===== config.mk =====
export PLATFORM = sky130hd
export DESIGN_NAME = utf8_to_cp1251_converter_core
export DESIGN_NICKNAME = d
export VERILOG_FILES = /design/src/u2c_pkg.sv /design/src/u2c_front.sv /design/src/u2c_queue.sv /design/src/u2c_back.sv /design/src/utf8_to_cp1251_converter_core.sv
export SDC_FILE = /design/constraint.sdc
export NUM_CORES = 1
export LEC_CHECK = 0
export BUFFER_PORTS_ARGS = -buffer_cell sky130_fd_sc_hd__buf_2
export CORE_MARGIN = 2
export CORE_UTILIZATION = 50
export CTS_CLUSTER_SIZE = 20
export DETAILED_ROUTE_END_ITERATION = 6
export PLACE_DENSITY = 0.68
export SYNTH_ARGS = -nofsm -noshare
export SYNTH_HDL_FRONTEND = slang
export SYNTH_HIERARCHICAL = 1
export SYNTH_SLANG_ARGS = --single-unit

===== constraint.sdc =====
create_clock -name clk -period 4.5 [get_ports clk]
set_input_delay 0.225 -clock clk [delete_from_list [all_inputs] [get_ports clk]]
set_output_delay 0.225 -clock clk [all_outputs]
set_load 0.02 [all_outputs]

===== src/u2c_pkg.sv =====
`timescale 1ns / 1ps
`default_nettype none
// ----------------------------------------------------------------------------
// u2c_pkg
// Shared types, constants and the code point map of the UTF-8 to CP1251
// converter.
// ----------------------------------------------------------------------------
package u2c_pkg;

  localparam int QueueDepth = 2;

  localparam logic [7:0]  UnknownChar = 8'h3F;
  localparam logic [7:0]  LeadMask    = 8'hE0;
  localparam logic [7:0]  LeadCode    = 8'hC0;
  localparam logic [10:0] CyrFirst    = 11'h410;
  localparam logic [10:0] CyrLast     = 11'h44F;
  localparam logic [10:0] CyrOffset   = 11'h350;

  typedef struct packed {
    logic [7:0] in_byte;
    logic       in_last;
  } in_t;

  typedef struct packed {
    logic [7:0] out_byte;
    logic       out_last;
  } out_t;

  typedef enum logic [1:0] {
    OP_PASS,
    OP_CODE,
    OP_UNKNOWN
  } op_t;

  typedef struct packed {
    op_t         op;
    logic [10:0] data;
    logic        last;
  } entry_t;

  function automatic logic [7:0] map_cp(input logic [10:0] cp);
    logic [10:0] diff;
    logic [7:0]  res;
    diff = cp - CyrOffset;
    case (cp)
      11'h406: res = 8'hB2;
      11'h456: res = 8'hB3;
      11'h407: res = 8'hAF;
      11'h457: res = 8'hBF;
      11'h404: res = 8'hAA;
      11'h454: res = 8'hBA;
      11'h490: res = 8'hA5;
      11'h491: res = 8'hB4;
      11'h402: res = 8'h80;
      11'h403: res = 8'h81;
      11'h453: res = 8'h83;
      11'h409: res = 8'h8A;
      11'h40A: res = 8'h8C;
      11'h40C: res = 8'h8D;
      11'h40B: res = 8'h8E;
      11'h40F: res = 8'h8F;
      11'h452: res = 8'h90;
      11'h459: res = 8'h9A;
      11'h45A: res = 8'h9C;
      11'h45C: res = 8'h9D;
      11'h45B: res = 8'h9E;
      11'h45F: res = 8'h9F;
      11'h40E: res = 8'hA1;
      11'h45E: res = 8'hA2;
      11'h408: res = 8'hA3;
      11'h0B5: res = 8'hB5;
      11'h458: res = 8'hBC;
      11'h405: res = 8'hBD;
      11'h455: res = 8'hBE;
      11'h42B: res = UnknownChar;
      11'h44B: res = UnknownChar;
      default: begin
        if (cp >= CyrFirst && cp <= CyrLast) begin
          res = diff[7:0];
        end else begin
          res = UnknownChar;
        end
      end
    endcase
    return res;
  endfunction

endpackage
`default_nettype wire


===== src/u2c_front.sv =====
`timescale 1ns / 1ps
`default_nettype none
// ----------------------------------------------------------------------------
// u2c_front
// Accepts input bytes, tracks a held two-byte lead and classifies each
// character into a queue entry.
// ----------------------------------------------------------------------------
module u2c_front (
  input  wire logic          clk,
  input  wire logic          rst,
  input  wire logic          push,
  input  wire u2c_pkg::in_t  din,
  input  wire logic          q_full,
  output logic               q_wr,
  output u2c_pkg::entry_t    q_entry
);

  logic       lead_pending;
  logic [4:0] held_lead_bits;
  logic       accept;
  logic       is_lead;

  assign accept  = push && !q_full;
  assign is_lead = (din.in_byte & u2c_pkg::LeadMask) == u2c_pkg::LeadCode;

  always_comb begin
    q_entry.last = din.in_last;
    q_entry.data = {3'b000, din.in_byte};
    q_entry.op   = u2c_pkg::OP_UNKNOWN;
    q_wr         = accept;
    if (lead_pending) begin
      q_entry.op   = u2c_pkg::OP_CODE;
      q_entry.data = {held_lead_bits, din.in_byte[5:0]};
    end else if (!din.in_byte[7]) begin
      q_entry.op = u2c_pkg::OP_PASS;
    end else if (is_lead && !din.in_last) begin
      q_wr = 1'b0;
    end
  end

  always_ff @(posedge clk) begin
    if (rst) begin
      lead_pending   <= 1'b0;
      held_lead_bits <= '0;
    end else if (accept) begin
      if (lead_pending) begin
        lead_pending   <= 1'b0;
        held_lead_bits <= '0;
      end else if (din.in_byte[7] && is_lead && !din.in_last) begin
        lead_pending   <= 1'b1;
        held_lead_bits <= din.in_byte[4:0];
      end
    end
  end

endmodule
`default_nettype wire


===== src/u2c_queue.sv =====
`timescale 1ns / 1ps
`default_nettype none
// ----------------------------------------------------------------------------
// u2c_queue
// Small register queue of classified entries between front and back.
// ----------------------------------------------------------------------------
module u2c_queue #(
  parameter int Depth = u2c_pkg::QueueDepth
) (
  input  wire logic             clk,
  input  wire logic             rst,
  input  wire logic             wr,
  input  wire u2c_pkg::entry_t  wr_entry,
  output logic                  full,
  input  wire logic             rd,
  output logic                  empty,
  output u2c_pkg::entry_t       rd_entry
);

  localparam int PtrW = (Depth > 1) ? $clog2(Depth) : 1;
  localparam int CntW = $clog2(Depth + 1);
  localparam logic [PtrW-1:0] LastPtr = PtrW'(Depth - 1);
  localparam logic [CntW-1:0] FullCnt = CntW'(Depth);

  u2c_pkg::entry_t mem [Depth];
  logic [PtrW-1:0] wr_ptr;
  logic [PtrW-1:0] rd_ptr;
  logic [CntW-1:0] count;
  logic            do_wr;
  logic            do_rd;

  assign full     = count == FullCnt;
  assign empty    = count == '0;
  assign do_wr    = wr && !full;
  assign do_rd    = rd && !empty;
  assign rd_entry = mem[rd_ptr];

  always_ff @(posedge clk) begin
    if (do_wr) begin
      mem[wr_ptr] <= wr_entry;
    end
  end

  always_ff @(posedge clk) begin
    if (rst) begin
      wr_ptr <= '0;
      rd_ptr <= '0;
      count  <= '0;
    end else begin
      if (do_wr) begin
        wr_ptr <= (wr_ptr == LastPtr) ? '0 : wr_ptr + 1'b1;
      end
      if (do_rd) begin
        rd_ptr <= (rd_ptr == LastPtr) ? '0 : rd_ptr + 1'b1;
      end
      if (do_wr && !do_rd) begin
        count <= count + 1'b1;
      end else if (do_rd && !do_wr) begin
        count <= count - 1'b1;
      end
    end
  end

endmodule
`default_nettype wire


===== src/u2c_back.sv =====
`timescale 1ns / 1ps
`default_nettype none
// ----------------------------------------------------------------------------
// u2c_back
// Maps queued entries to CP1251 bytes and holds the result in an output
// register until it is popped.
// ----------------------------------------------------------------------------
module u2c_back (
  input  wire logic             clk,
  input  wire logic             rst,
  input  wire logic             q_empty,
  input  wire u2c_pkg::entry_t  q_entry,
  output logic                  q_rd,
  input  wire logic             pop,
  output logic                  empty,
  output u2c_pkg::out_t         dout
);

  logic          out_valid;
  u2c_pkg::out_t res;

  assign q_rd  = !q_empty && (!out_valid || pop);
  assign empty = !out_valid;

  always_comb begin
    res.out_last = q_entry.last;
    case (q_entry.op)
      u2c_pkg::OP_PASS: res.out_byte = q_entry.data[7:0];
      u2c_pkg::OP_CODE: res.out_byte = u2c_pkg::map_cp(q_entry.data);
      default:          res.out_byte = u2c_pkg::UnknownChar;
    endcase
  end

  always_ff @(posedge clk) begin
    if (rst) begin
      out_valid <= 1'b0;
    end else if (q_rd) begin
      out_valid <= 1'b1;
    end else if (pop) begin
      out_valid <= 1'b0;
    end
  end

  always_ff @(posedge clk) begin
    if (q_rd) begin
      dout <= res;
    end
  end

endmodule
`default_nettype wire


===== src/utf8_to_cp1251_converter_core.sv =====
`timescale 1ns / 1ps
`default_nettype none
// ----------------------------------------------------------------------------
// utf8_to_cp1251_converter_core
// Path: a completing byte goes to the entry queue, then its result to the
//   output register once it is free; a held lead byte gives no result.
// Throughput: one byte per cycle while pop keeps up, set by the combinational
//   map in the back stage and the entry queue between front and back.
// Reset: synchronous rst clears the held lead, the queue and the output.
// ----------------------------------------------------------------------------
module utf8_to_cp1251_converter_core #(
  parameter int QueueDepth = u2c_pkg::QueueDepth
) (
  input  wire logic           clk,
  input  wire logic           rst,
  input  wire logic           push,
  output logic                full,
  input  wire u2c_pkg::in_t   din,
  output logic                empty,
  input  wire logic           pop,
  output u2c_pkg::out_t       dout
);

  logic            q_wr;
  logic            q_rd;
  logic            q_empty;
  u2c_pkg::entry_t wr_entry;
  u2c_pkg::entry_t rd_entry;

  u2c_front u_front (
    .clk     (clk),
    .rst     (rst),
    .push    (push),
    .din     (din),
    .q_full  (full),
    .q_wr    (q_wr),
    .q_entry (wr_entry)
  );

  u2c_queue #(
    .Depth (QueueDepth)
  ) u_queue (
    .clk      (clk),
    .rst      (rst),
    .wr       (q_wr),
    .wr_entry (wr_entry),
    .full     (full),
    .rd       (q_rd),
    .empty    (q_empty),
    .rd_entry (rd_entry)
  );

  u2c_back u_back (
    .clk     (clk),
    .rst     (rst),
    .q_empty (q_empty),
    .q_entry (rd_entry),
    .q_rd    (q_rd),
    .pop     (pop),
    .empty   (empty),
    .dout    (dout)
  );

endmodule
`default_nettype wire

# ---- After elaboration in Yosys (flattened, before gate mapping)
# Memory sizes are Yosys's and may differ from the RTL's. A register that Yosys moved wholly into a read port is not among the register bits.
# Cells that the tools add are included.
dict set report totals {
  n_memories 1
  reg_bits 20
  ram_bits 28
  wordCells 97
  out_inout_bits 11
}
dict set report op_classes {
  order_cmp 2
  eq_ne 34
  n_mux 23
  add_sub_neg 5
  reduce_logical 24
}
# name words width read_ports rd_clocked_by_memory_dff wr line_no
set memory_table {}
lappend memory_table {u_queue.mem 2 14 1 1 1 u2c_queue.sv:25} ;# u2c_pkg::entry_t mem [Depth];
# op count
set ops {}
lappend ops {{11-bit equality test (second input constant)} 30}
lappend ops {{8-bit case mux with 30 select lines} 1}
lappend ops {{8-bit case mux with 2 select lines} 1}
lappend ops {{1-bit 2-to-1 mux} 13}
lappend ops {{11-bit by 8-bit equality test with 1-bit output (second input constant)} 1}
lappend ops {{11-bit greater-or-equal comparator (second input constant)} 1}
lappend ops {{11-bit less-or-equal comparator (second input constant)} 1}
lappend ops {{11-bit 2-to-1 mux} 1}
lappend ops {{1-bit logical AND} 10}
lappend ops {{5-bit 2-to-1 mux} 2}
lappend ops {{2-bit 2-to-1 mux} 4}
lappend ops {{8-bit 2-to-1 mux} 1}
lappend ops {{8-bit by 7-bit subtractor with 8-bit output (second input constant)} 1}
lappend ops {{1-bit logical NOT} 6}
lappend ops {{2-bit nonzero test} 3}
lappend ops {{2-bit logical NOT} 2}
lappend ops {{3-bit equality test (second input constant)} 1}
lappend ops {{1-bit adder (second input constant)} 2}
lappend ops {{2-bit by 1-bit adder with 2-bit output (second input constant)} 1}
lappend ops {{2-bit by 1-bit equality test with 1-bit output (second input constant)} 1}
lappend ops {{2-bit equality test (second input constant)} 1}
lappend ops {{2-bit AND reduction} 1}
lappend ops {{2-bit OR reduction} 1}
lappend ops {{2-bit by 1-bit subtractor with 2-bit output (second input constant)} 1}
lappend ops {{1-bit logical OR} 1}

# ---- Depth between registers and ports, before layout
# Gate-level depths: netlist of run 1.
dict set report logic_depth {
  word_depth 11
  ltp_mapped 11
  depth_no_buf 9
}

# ---- Hierarchy
# The synthesis of run 1 kept the hierarchy.
# mod seq_area_each_um2 instances area_each_um2 cells_per_inst
set by_module_without_submodules {}
lappend by_module_without_submodules {u2c_back 290.3 1 1352.5 173}
lappend by_module_without_submodules {u2c_queue 940.9 1 1221.2 68}
lappend by_module_without_submodules {u2c_front 120.1 1 362.8 36}

# ---- Worst setup path before layout of run 1
# Ideal clock, no wire load.
dict set report synth_timing {
  kind {flip-flop to flip-flop}
  start {register (tool-made name)}
  end {register u_back/dout[7] (netlist name)}
  setup_slack_ps 1694
  setup_time_ps 258
  stages_incl_launch_ff 12
  t_required_ps 4242
  arrival_time_ps 2548
  cell_sequence {dfxtp_1 > buf_2 > mux2_2 > buf_6 > or4b_4 > buf_6 > nor3_4 > a31oi_1 > and4_4 > buf_6 > a41oi_1 > nor2_1}
}

==> impl_results.md, run 1 <==
* Status: finished, final reports clean
* CTS tree: yes
* Core Region at ~5600 µm²
* Gate power share at 0.439
* R2R cell count at 8
* Setup slack, reg-to-reg at 1.20 ns
* Final TNS setup at 0 ns
* Synth warn at 6
* Synthesis-to-layout area growth at 5.58%
* GRT overflow at 0
* Final Setup Violations at 0
* Post-synthesis async set-or-reset flop share at 0
* Total power at 1.70 mW
* Switching share of power at 0.393
* Vias after detailed routing at roughly 2200
* Num CTS Buffers at 5
* Nets at between 300 and 400
* Placed inst area at between 2000 and 3000 µm²
* Clk_lat worst skew at 0.30 ns
* Clk slew on worst S/H paths at around 0.09 ns
* Share of layout cells above drive strength 1 at 0.215
* Hold path cells at 1
* Tot GR Track Use at 0.198
* Initial core utilization at 0.527
* Hold Path Sink: u_queue/mem[1][0]$_DFFE_PP_
* CP max stage delay at 0.71 ns
* PortBufs at 23
* Antenna Nets Post-Route at 0
* CTS Hold Buffers Added at 0
* Drt wl/cell at 17.1 µm
* # fillers at between 400 and 500
* Min-delay worst type: primary input to register
* Min Hold Slack at ~0.14 ns
* Initial antenna violation count at 0
* Post-CTS Setup Bufs at 0
* Fin. Hold Viols at 0
* Max Transition Viols Final at 0
* Die ar. at ~6500 µm²
* Detailed-placement wirelength estimate at approximately 4400 µm
* Post-Layout Inst Area at 3100 µm²
* Clock power frac at 0.178
* Final core utilization at 0.556
* Clock Path Buffers at 2
* Gp weighted congestion at around 0.9
* Worst VDD drop at 0.000306 V
* CP Launch Type: register
* Crit end category: register
* Slew @ Worst Pin at ~0.86 ns
* Mapped Nets at 296
* Worst r2r dst: u_back/dout[2]$_DFFE_PP_
* Worst-path cell chain: mux2_2, ha_1, and2_1, a21oi_1, mux2i_1, a211oi_2, o311ai_1, a31oi_1
* Commonest non-fill, non-tap cell in the layout: edfxtp_1
* Critical path type: register to register
* Worst Skew at between 0.01 and 0.015 ns
* DRC viols at 0
* Sequential share of the synthesized area at 0.460
* Psw at 670 µW
* Mapped Cells at roughly 280
* Post-route clock period utilization at 0.733
* H-tree depth at 2
* Post-synth EDFFs at 37
* Internal Power at about 1.0 mW
* Synthesized area per cell at between 10 and 15 µm²
* Required time at the worst-slack endpoint at between 4 and 5 ns
* Die W at ~81 µm
* Die span in y at between 80 and 90 µm
* Unrepaired setup endpoints after global routing: no
* CP max-delay cell: dfxtp_1
* Vias in the first global route at 1982
* Area of the multi-input gates at 1400 µm²
* Worst Path Arrival at about 3.4 ns
* DRT Pass-1 Iters at 4
* Post-synthesis register bit count at 49
* Most frequent cells in the layout: 37 x edfxtp_1, 23 x buf_2, 19 x nor2_1, 16 x mux2_2, 13 x a21oi_1
* Largest net degree at the start of global routing at 25
* Crit path time final at between 3 and 4 ns
* FF/Latch Area at 1350 µm²
* Root buf cell: clkbuf_8
* Routed WL at about 6100 µm
* Via/cell ratio at 6.05
* Slew Limit Headroom at 0.416
* Diode count at 0
* FP Rows at 27
* First-pass GRT wire length at 9780 µm
* Worst slack, placed at between 1 and 1.5 ns
* CTS sink cnt at a little under 50
* I/O pins at 24
* Worst Path Max Fanout at 14
* Number of distinct library cells after synthesis at between 60 and 70
* Total leakage power at roughly 1.1 nW
* Part of the power in registers at 0.383
* HP Start: din[0]
* Post-Syn Area at a little under 3000 µm²
* Top FF cell, synth: edfxtp_1
* Non-Filler Instances at about 360
* Post-cts sizing count at 0
* F_max at ~0.30 GHz
* PwrDens at around 550 nW/µm²
* Placed Cells at 348
* Max-cap violations at 0
* Worst setup margin at between 1 and 1.5 ns
* Starting DRT DRC Count at approximately 220
cell type report:
type                       count  area share
clock inverter                 3      0.0133
multi-input combinational    195       0.452
timing repair buffer          23      0.0371
clock buffer                   5      0.0222
sequential                    49       0.436
tap                           72      0.0291
inverter                       9      0.0109
power groups by stage:
stage	Clock, mW	Combinational (mW)	Sequential, mW
6_report	0.303	0.747	0.653
2_1_floorplan	0	0.576	0.680
5_1_grt	0.327	0.821	0.664
4_1_cts	0.313	0.738	0.655
3_3_place_gp	0	0.726	0.660
3_5_place_dp	0	0.734	0.665
flip-flops by register name, summed over array words and instances (netlist names), named ones only:
signal,count
u_back/out_valid,1
u_front/held_lead_bits,5
u_queue/mem,28
u_queue/count,2
u_front/lead_pending,1
u_back/dout,9
u_queue/wr_ptr,1
u_queue/rd_ptr,1
Yosys cell counts, types with 3 or more instances:
cell type	n	area, µm²
edfxtp_1	37	1110
nor2_1	19	71.3
mux2_2	16	180
a21oi_1	13	65.1
dfxtp_1	12	240
nand2_1	12	45.0
o21ai_0	12	60.1
nand3_1	10	50.1
inv_1	9	33.8
buf_4	8	60.1
buf_2	7	35.0
nor3_1	7	35.0
clkbuf_1	6	22.5
ha_1	6	75.1
nand2b_1	6	37.5
nor2b_1	6	37.5
nor3b_1	5	37.5
a22o_1	4	35.0
and2_1	4	25.0
or3_1	4	25.0
a22oi_1	3	22.5
and2_2	3	22.5
buf_6	3	33.8
mux2i_1	3	30.0
nand4_1	3	18.8
nand4b_1	3	26.3
xor2_1	3	26.3
logic make-up (layout without fill, tap and decap cells):
| family | count (synthesis) | count (layout) | synth area share |
|---|---|---|---|
| multiplexers | 19 | 19 | 0.0716 |
| adder cells (fa/ha/maj) | 6 | 6 | 0.0256 |
| AND/OR/NAND/NOR | 106 | 106 | 0.221 |
| AO/OA/AOI/OAI | 61 | 61 | 0.150 |
| buffers and inverters | 33 | 40 | 0.0631 |
| XOR/XNOR | 3 | 3 | 0.00895 |
| flip-flops | 49 | 49 | 0.460 |
worst max-delay path by stage:
stage	slack [ns]	startpoint	depth (start not counted)	end
finish	1.20	register	8	u_back/dout[2]$_DFFE_PP_
global route	0.99	register	8	u_back/dout[2]$_DFFE_PP_
CTS	1.23	register	8	u_back/dout[8]$_DFFE_PP_
detailed placement	1.24	register	8	u_back/dout[8]$_DFFE_PP_
global placement	1.29	register	8	u_back/dout[8]$_DFFE_PP_
floorplan	1.69	register	11	u_back/dout[7]$_DFFE_PP_
critical path: cells and delay by family (launching register included):
| family | cells | cell delay (ns) |
|---|---|---|
| compound gates | 4 | 1.21 |
| flops | 1 | 0.71 |
| mux | 2 | 0.57 |
| simple gates | 1 | 0.28 |
| fa+ha+maj | 1 | 0.35 |
metal layers:
layer  global-route usage  up-vias  wire length [µm]
met2                0.315       60              2870
li1                     -     1059                 -
met4               0.0797        0               156
met5                    0        -                 0
met3               0.0416       16               240
met1                0.264     1018              2810
No activity file was read; power rests on OpenSTA's default activity.
==> run 2, diff against run 1 <==
Clock period 4.5 ns to 3.3 ns, I/O delays scaled along.
==> run 2 against run 1 <==
Against the previous run:
- first-iteration DRC count shrank 7.0%
- non-clock buffer count grew 10
- flip-flop and latch count is the same
- highest routed layer unchanged
- register-to-register slack lost 0.95 ns
- clock skew shrank 0.0022 ns
- largest power group unchanged
==> impl_results.md, run 2 (synthesized netlist as in run 1, its figures left out) <==
* Status: finished, final reports clean (unchanged)
* Post-cts sizing count at 0 (unchanged)
* Most frequent cells in the layout: 37 x edfxtp_1, 23 x buf_2, 19 x nor2_1, 16 x mux2_2, 13 x a21oi_1 (unchanged)
* Root buf cell: clkbuf_8 (unchanged)
* Met2 wire length at 2850 µm (was 2870 µm)
* Final TNS setup at 0 ns (unchanged)
* Required time at the worst-slack endpoint at 3.35 ns (was 4.62 ns)
* R2R cell count at 9 (was 8)
* Slew Limit Headroom at 0.579 (was 0.416)
* CTS sink cnt at 49 (unchanged)
* Fin. Hold Viols at 0 (unchanged)
* Share of layout cells above drive strength 1 at 0.241 (was 0.215)
* Clock Path Buffers at 2 (unchanged)
* Tot GR Track Use at 0.201 (was 0.198)
* Met3 WL at 289 µm (was 240 µm)
* CP Launch Type: register (unchanged)
* Worst setup margin at 0.253 ns (was 1.20 ns)
* Synthesis-to-layout area growth at 8.18% (was 5.58%)
* GRT overflow at 0 (unchanged)
* H-tree depth at 2 (unchanged)
* Worst Path Arrival at 3.10 ns (was 3.42 ns)
* Die W at 80.6 µm (unchanged)
* HP Start: din[1] (was din[0])
* Crit end category: register (unchanged)
* Post-route clock period utilization at 0.923 (was 0.733)
* DRT Pass-1 Iters at 7 (was 4)
* Worst-path cell chain: mux2_2, inv_1, ha_1, mux2_2, nor3b_1, o31ai_1, and4_4, o21ai_1, a221o_1 (was mux2_2, ha_1, and2_1, a21oi_1, mux2i_1, a211oi_2, o311ai_1, a31oi_1)
* Initial core utilization at 0.527 (unchanged)
* Vias in the first global route at 2063 (was 1982)
* Worst Skew at 0.00830 ns (was 0.0105 ns)
* Final Setup Violations at 0 (unchanged)
* Gp weighted congestion at 0.943 (was 0.898)
* Critical path type: register to register (unchanged)
* FP Rows at 27 (unchanged)
* I/O pins at 24 (unchanged)
* Clk slew on worst S/H paths at 0.09 ns (about the same)
* Min-delay worst type: primary input to register (unchanged)
* First-pass GRT wire length at 9990 µm (was 9780 µm)
* Largest net degree at the start of global routing at 22 (was 25)
* Clk_lat worst skew at 0.30 ns (about the same)
* Worst VDD drop at 0.000438 V (was 0.000306 V)
* Commonest non-fill, non-tap cell in the layout: edfxtp_1 (unchanged)
* PwrDens at 753 nW/µm² (was 549 nW/µm²)
* # fillers at 484 (was 497)
* Vias after detailed routing at 2227 (was 2153)
* Most common cell on crit path: mux2_2
* Drt wl/cell at 16.4 µm (was 17.1 µm)
* Met1 WL at 2680 µm (was 2810 µm)
* PortBufs at 23 (unchanged)
* Unrepaired setup endpoints after global routing: no (unchanged)
* Worst Path Max Fanout at 9 (was 14)
* Hold Path Sink: u_queue/mem[1][1]$_DFFE_PP_ (was u_queue/mem[1][0]$_DFFE_PP_)
* Largest Register: u_queue/mem (unchanged)
* CP max stage delay at 0.43 ns (was 0.71 ns)
* Antenna Nets Post-Route at 0 (unchanged)
* Core Region at 5570 µm² (unchanged)
* Setup slack, reg-to-reg at 0.25 ns (was 1.20 ns)
* Nets at 312 (was 302)
* Max FFs per register at 28 (unchanged)
* Top Registers: u_queue/mem: 28 flops, u_back/dout: 9 flops, u_front/held_lead_bits: 5 flops (unchanged)
* Slew @ Worst Pin at 0.630 ns (was 0.863 ns)
* Via/cell ratio at 6.08 (was 6.05)
* Worst slack, placed at 0.352 ns (was 1.24 ns)
* Placed Cells at 358 (was 348)
* Num CTS Buffers at 5 (unchanged)
* Max Transition Viols Final at 0 (unchanged)
* Total leakage power at 1.15 nW (was 1.10 nW)
* F_max at 0.328 GHz (was 0.303 GHz)
* CTS tree: yes (unchanged)
* Max-cap violations at 0 (unchanged)
* Highest routed metal layer: met4 (unchanged)
* Routed WL at 6010 µm (was 6080 µm)
* Detailed-placement wirelength estimate at 4400 µm (was 4350 µm)
* Diode count at 0 (unchanged)
* Non-Filler Instances at 366 (was 356)
* Die ar. at 6500 µm² (unchanged)
* Worst r2r dst: u_back/dout[8]$_DFFE_PP_ (was u_back/dout[2]$_DFFE_PP_)
* Crit path time final at 3.05 ns (was 3.30 ns)
* Hold path cells at 1 (unchanged)
* Post-CTS Setup Bufs at 0 (unchanged)
* CP max-delay cell: o31ai_1 (was dfxtp_1)
* DRC viols at 0 (unchanged)
* Die span in y at 80.6 µm (unchanged)
* CTS Hold Buffers Added at 0 (unchanged)
* Initial antenna violation count at 0 (unchanged)
* Starting DRT DRC Count at 200 (was 215)
[run 2: cell count changes in the layout (fill, tap and decap cells not counted)]
| cell | delta |
|---|---|
| clkinv_1 | -1 |
| clkinv_4 | +1 |
| buf_4 | +10 |
| clkinvlp_4 | -1 |
| clkbuf_1 | +1 |
[run 2: area by class of cell]
cell class | count | area [µm²] | area share
clock buffers | 6 | 72.6 | 0.0228
clock inverters | 2 | 38.8 | 0.0122
inverters | 9 | 33.8 | 0.0106
multi-input cells | 195 | 1400 | 0.441
flip-flops and latches | 49 | 1350 | 0.425
well taps | 72 | 90.1 | 0.0284
repair buffers | 33 | 190 | 0.0599
[run 2: through the flow]
step | cell area, µm² | utilization | hold slack, ns | total power [mW]
2_1_floorplan | 2940 | - | 0.234 | 1.71
3_3_place_gp | 3070 | 0.550 | 0.370 | 1.96
3_5_place_dp | 3070 | 0.550 | 0.379 | 1.97
4_1_cts | 3180 | 0.570 | 0.0585 | 2.39
5_1_grt | 3180 | 0.570 | 0.0621 | 2.55
6_report | 3180 | 0.570 | 0.0716 | 2.39
[run 2: how the worst max path moves through the flow]
stage | end | start | depth (start not counted) | slack (ns)
5_1_grt | u_back/dout[8]$_DFFE_PP_ | register | 9 | 0.09
3_5_place_dp | u_back/dout[8]$_DFFE_PP_ | register | 9 | 0.35
3_3_place_gp | u_back/dout[8]$_DFFE_PP_ | register | 9 | 0.33
4_1_cts | u_back/dout[8]$_DFFE_PP_ | register | 9 | 0.34
6_report | u_back/dout[8]$_DFFE_PP_ | register | 9 | 0.25
2_1_floorplan | u_back/dout[7]$_DFFE_PP_ | register | 11 | 0.49
[run 2: report_power, final]
part           internal (mW)  total, mW  switching [mW]
clock                  0.227      0.417           0.189
combinational          0.415       1.10           0.685
sequential             0.825      0.875          0.0498
[run 2: worst max-delay path, delay by kind of cell (launching register included)]
family | cells | cell delay (ns)
muxes | 2 | 0.59
AOI/OAI and AO/OA | 3 | 0.82
buffers and inverters | 1 | 0.10
adders and majority gates | 1 | 0.33
DFF | 1 | 0.42
and+or+nand+nor | 2 | 0.52
[run 2: layer usage]
metal | GRT usage | vias to the layer above
met1 | 0.260 | 1049
li1 | - | 1082
met2 | 0.328 | 80
met5 | 0 | -
met3 | 0.0382 | 16
met4 | 0.0881 | 0
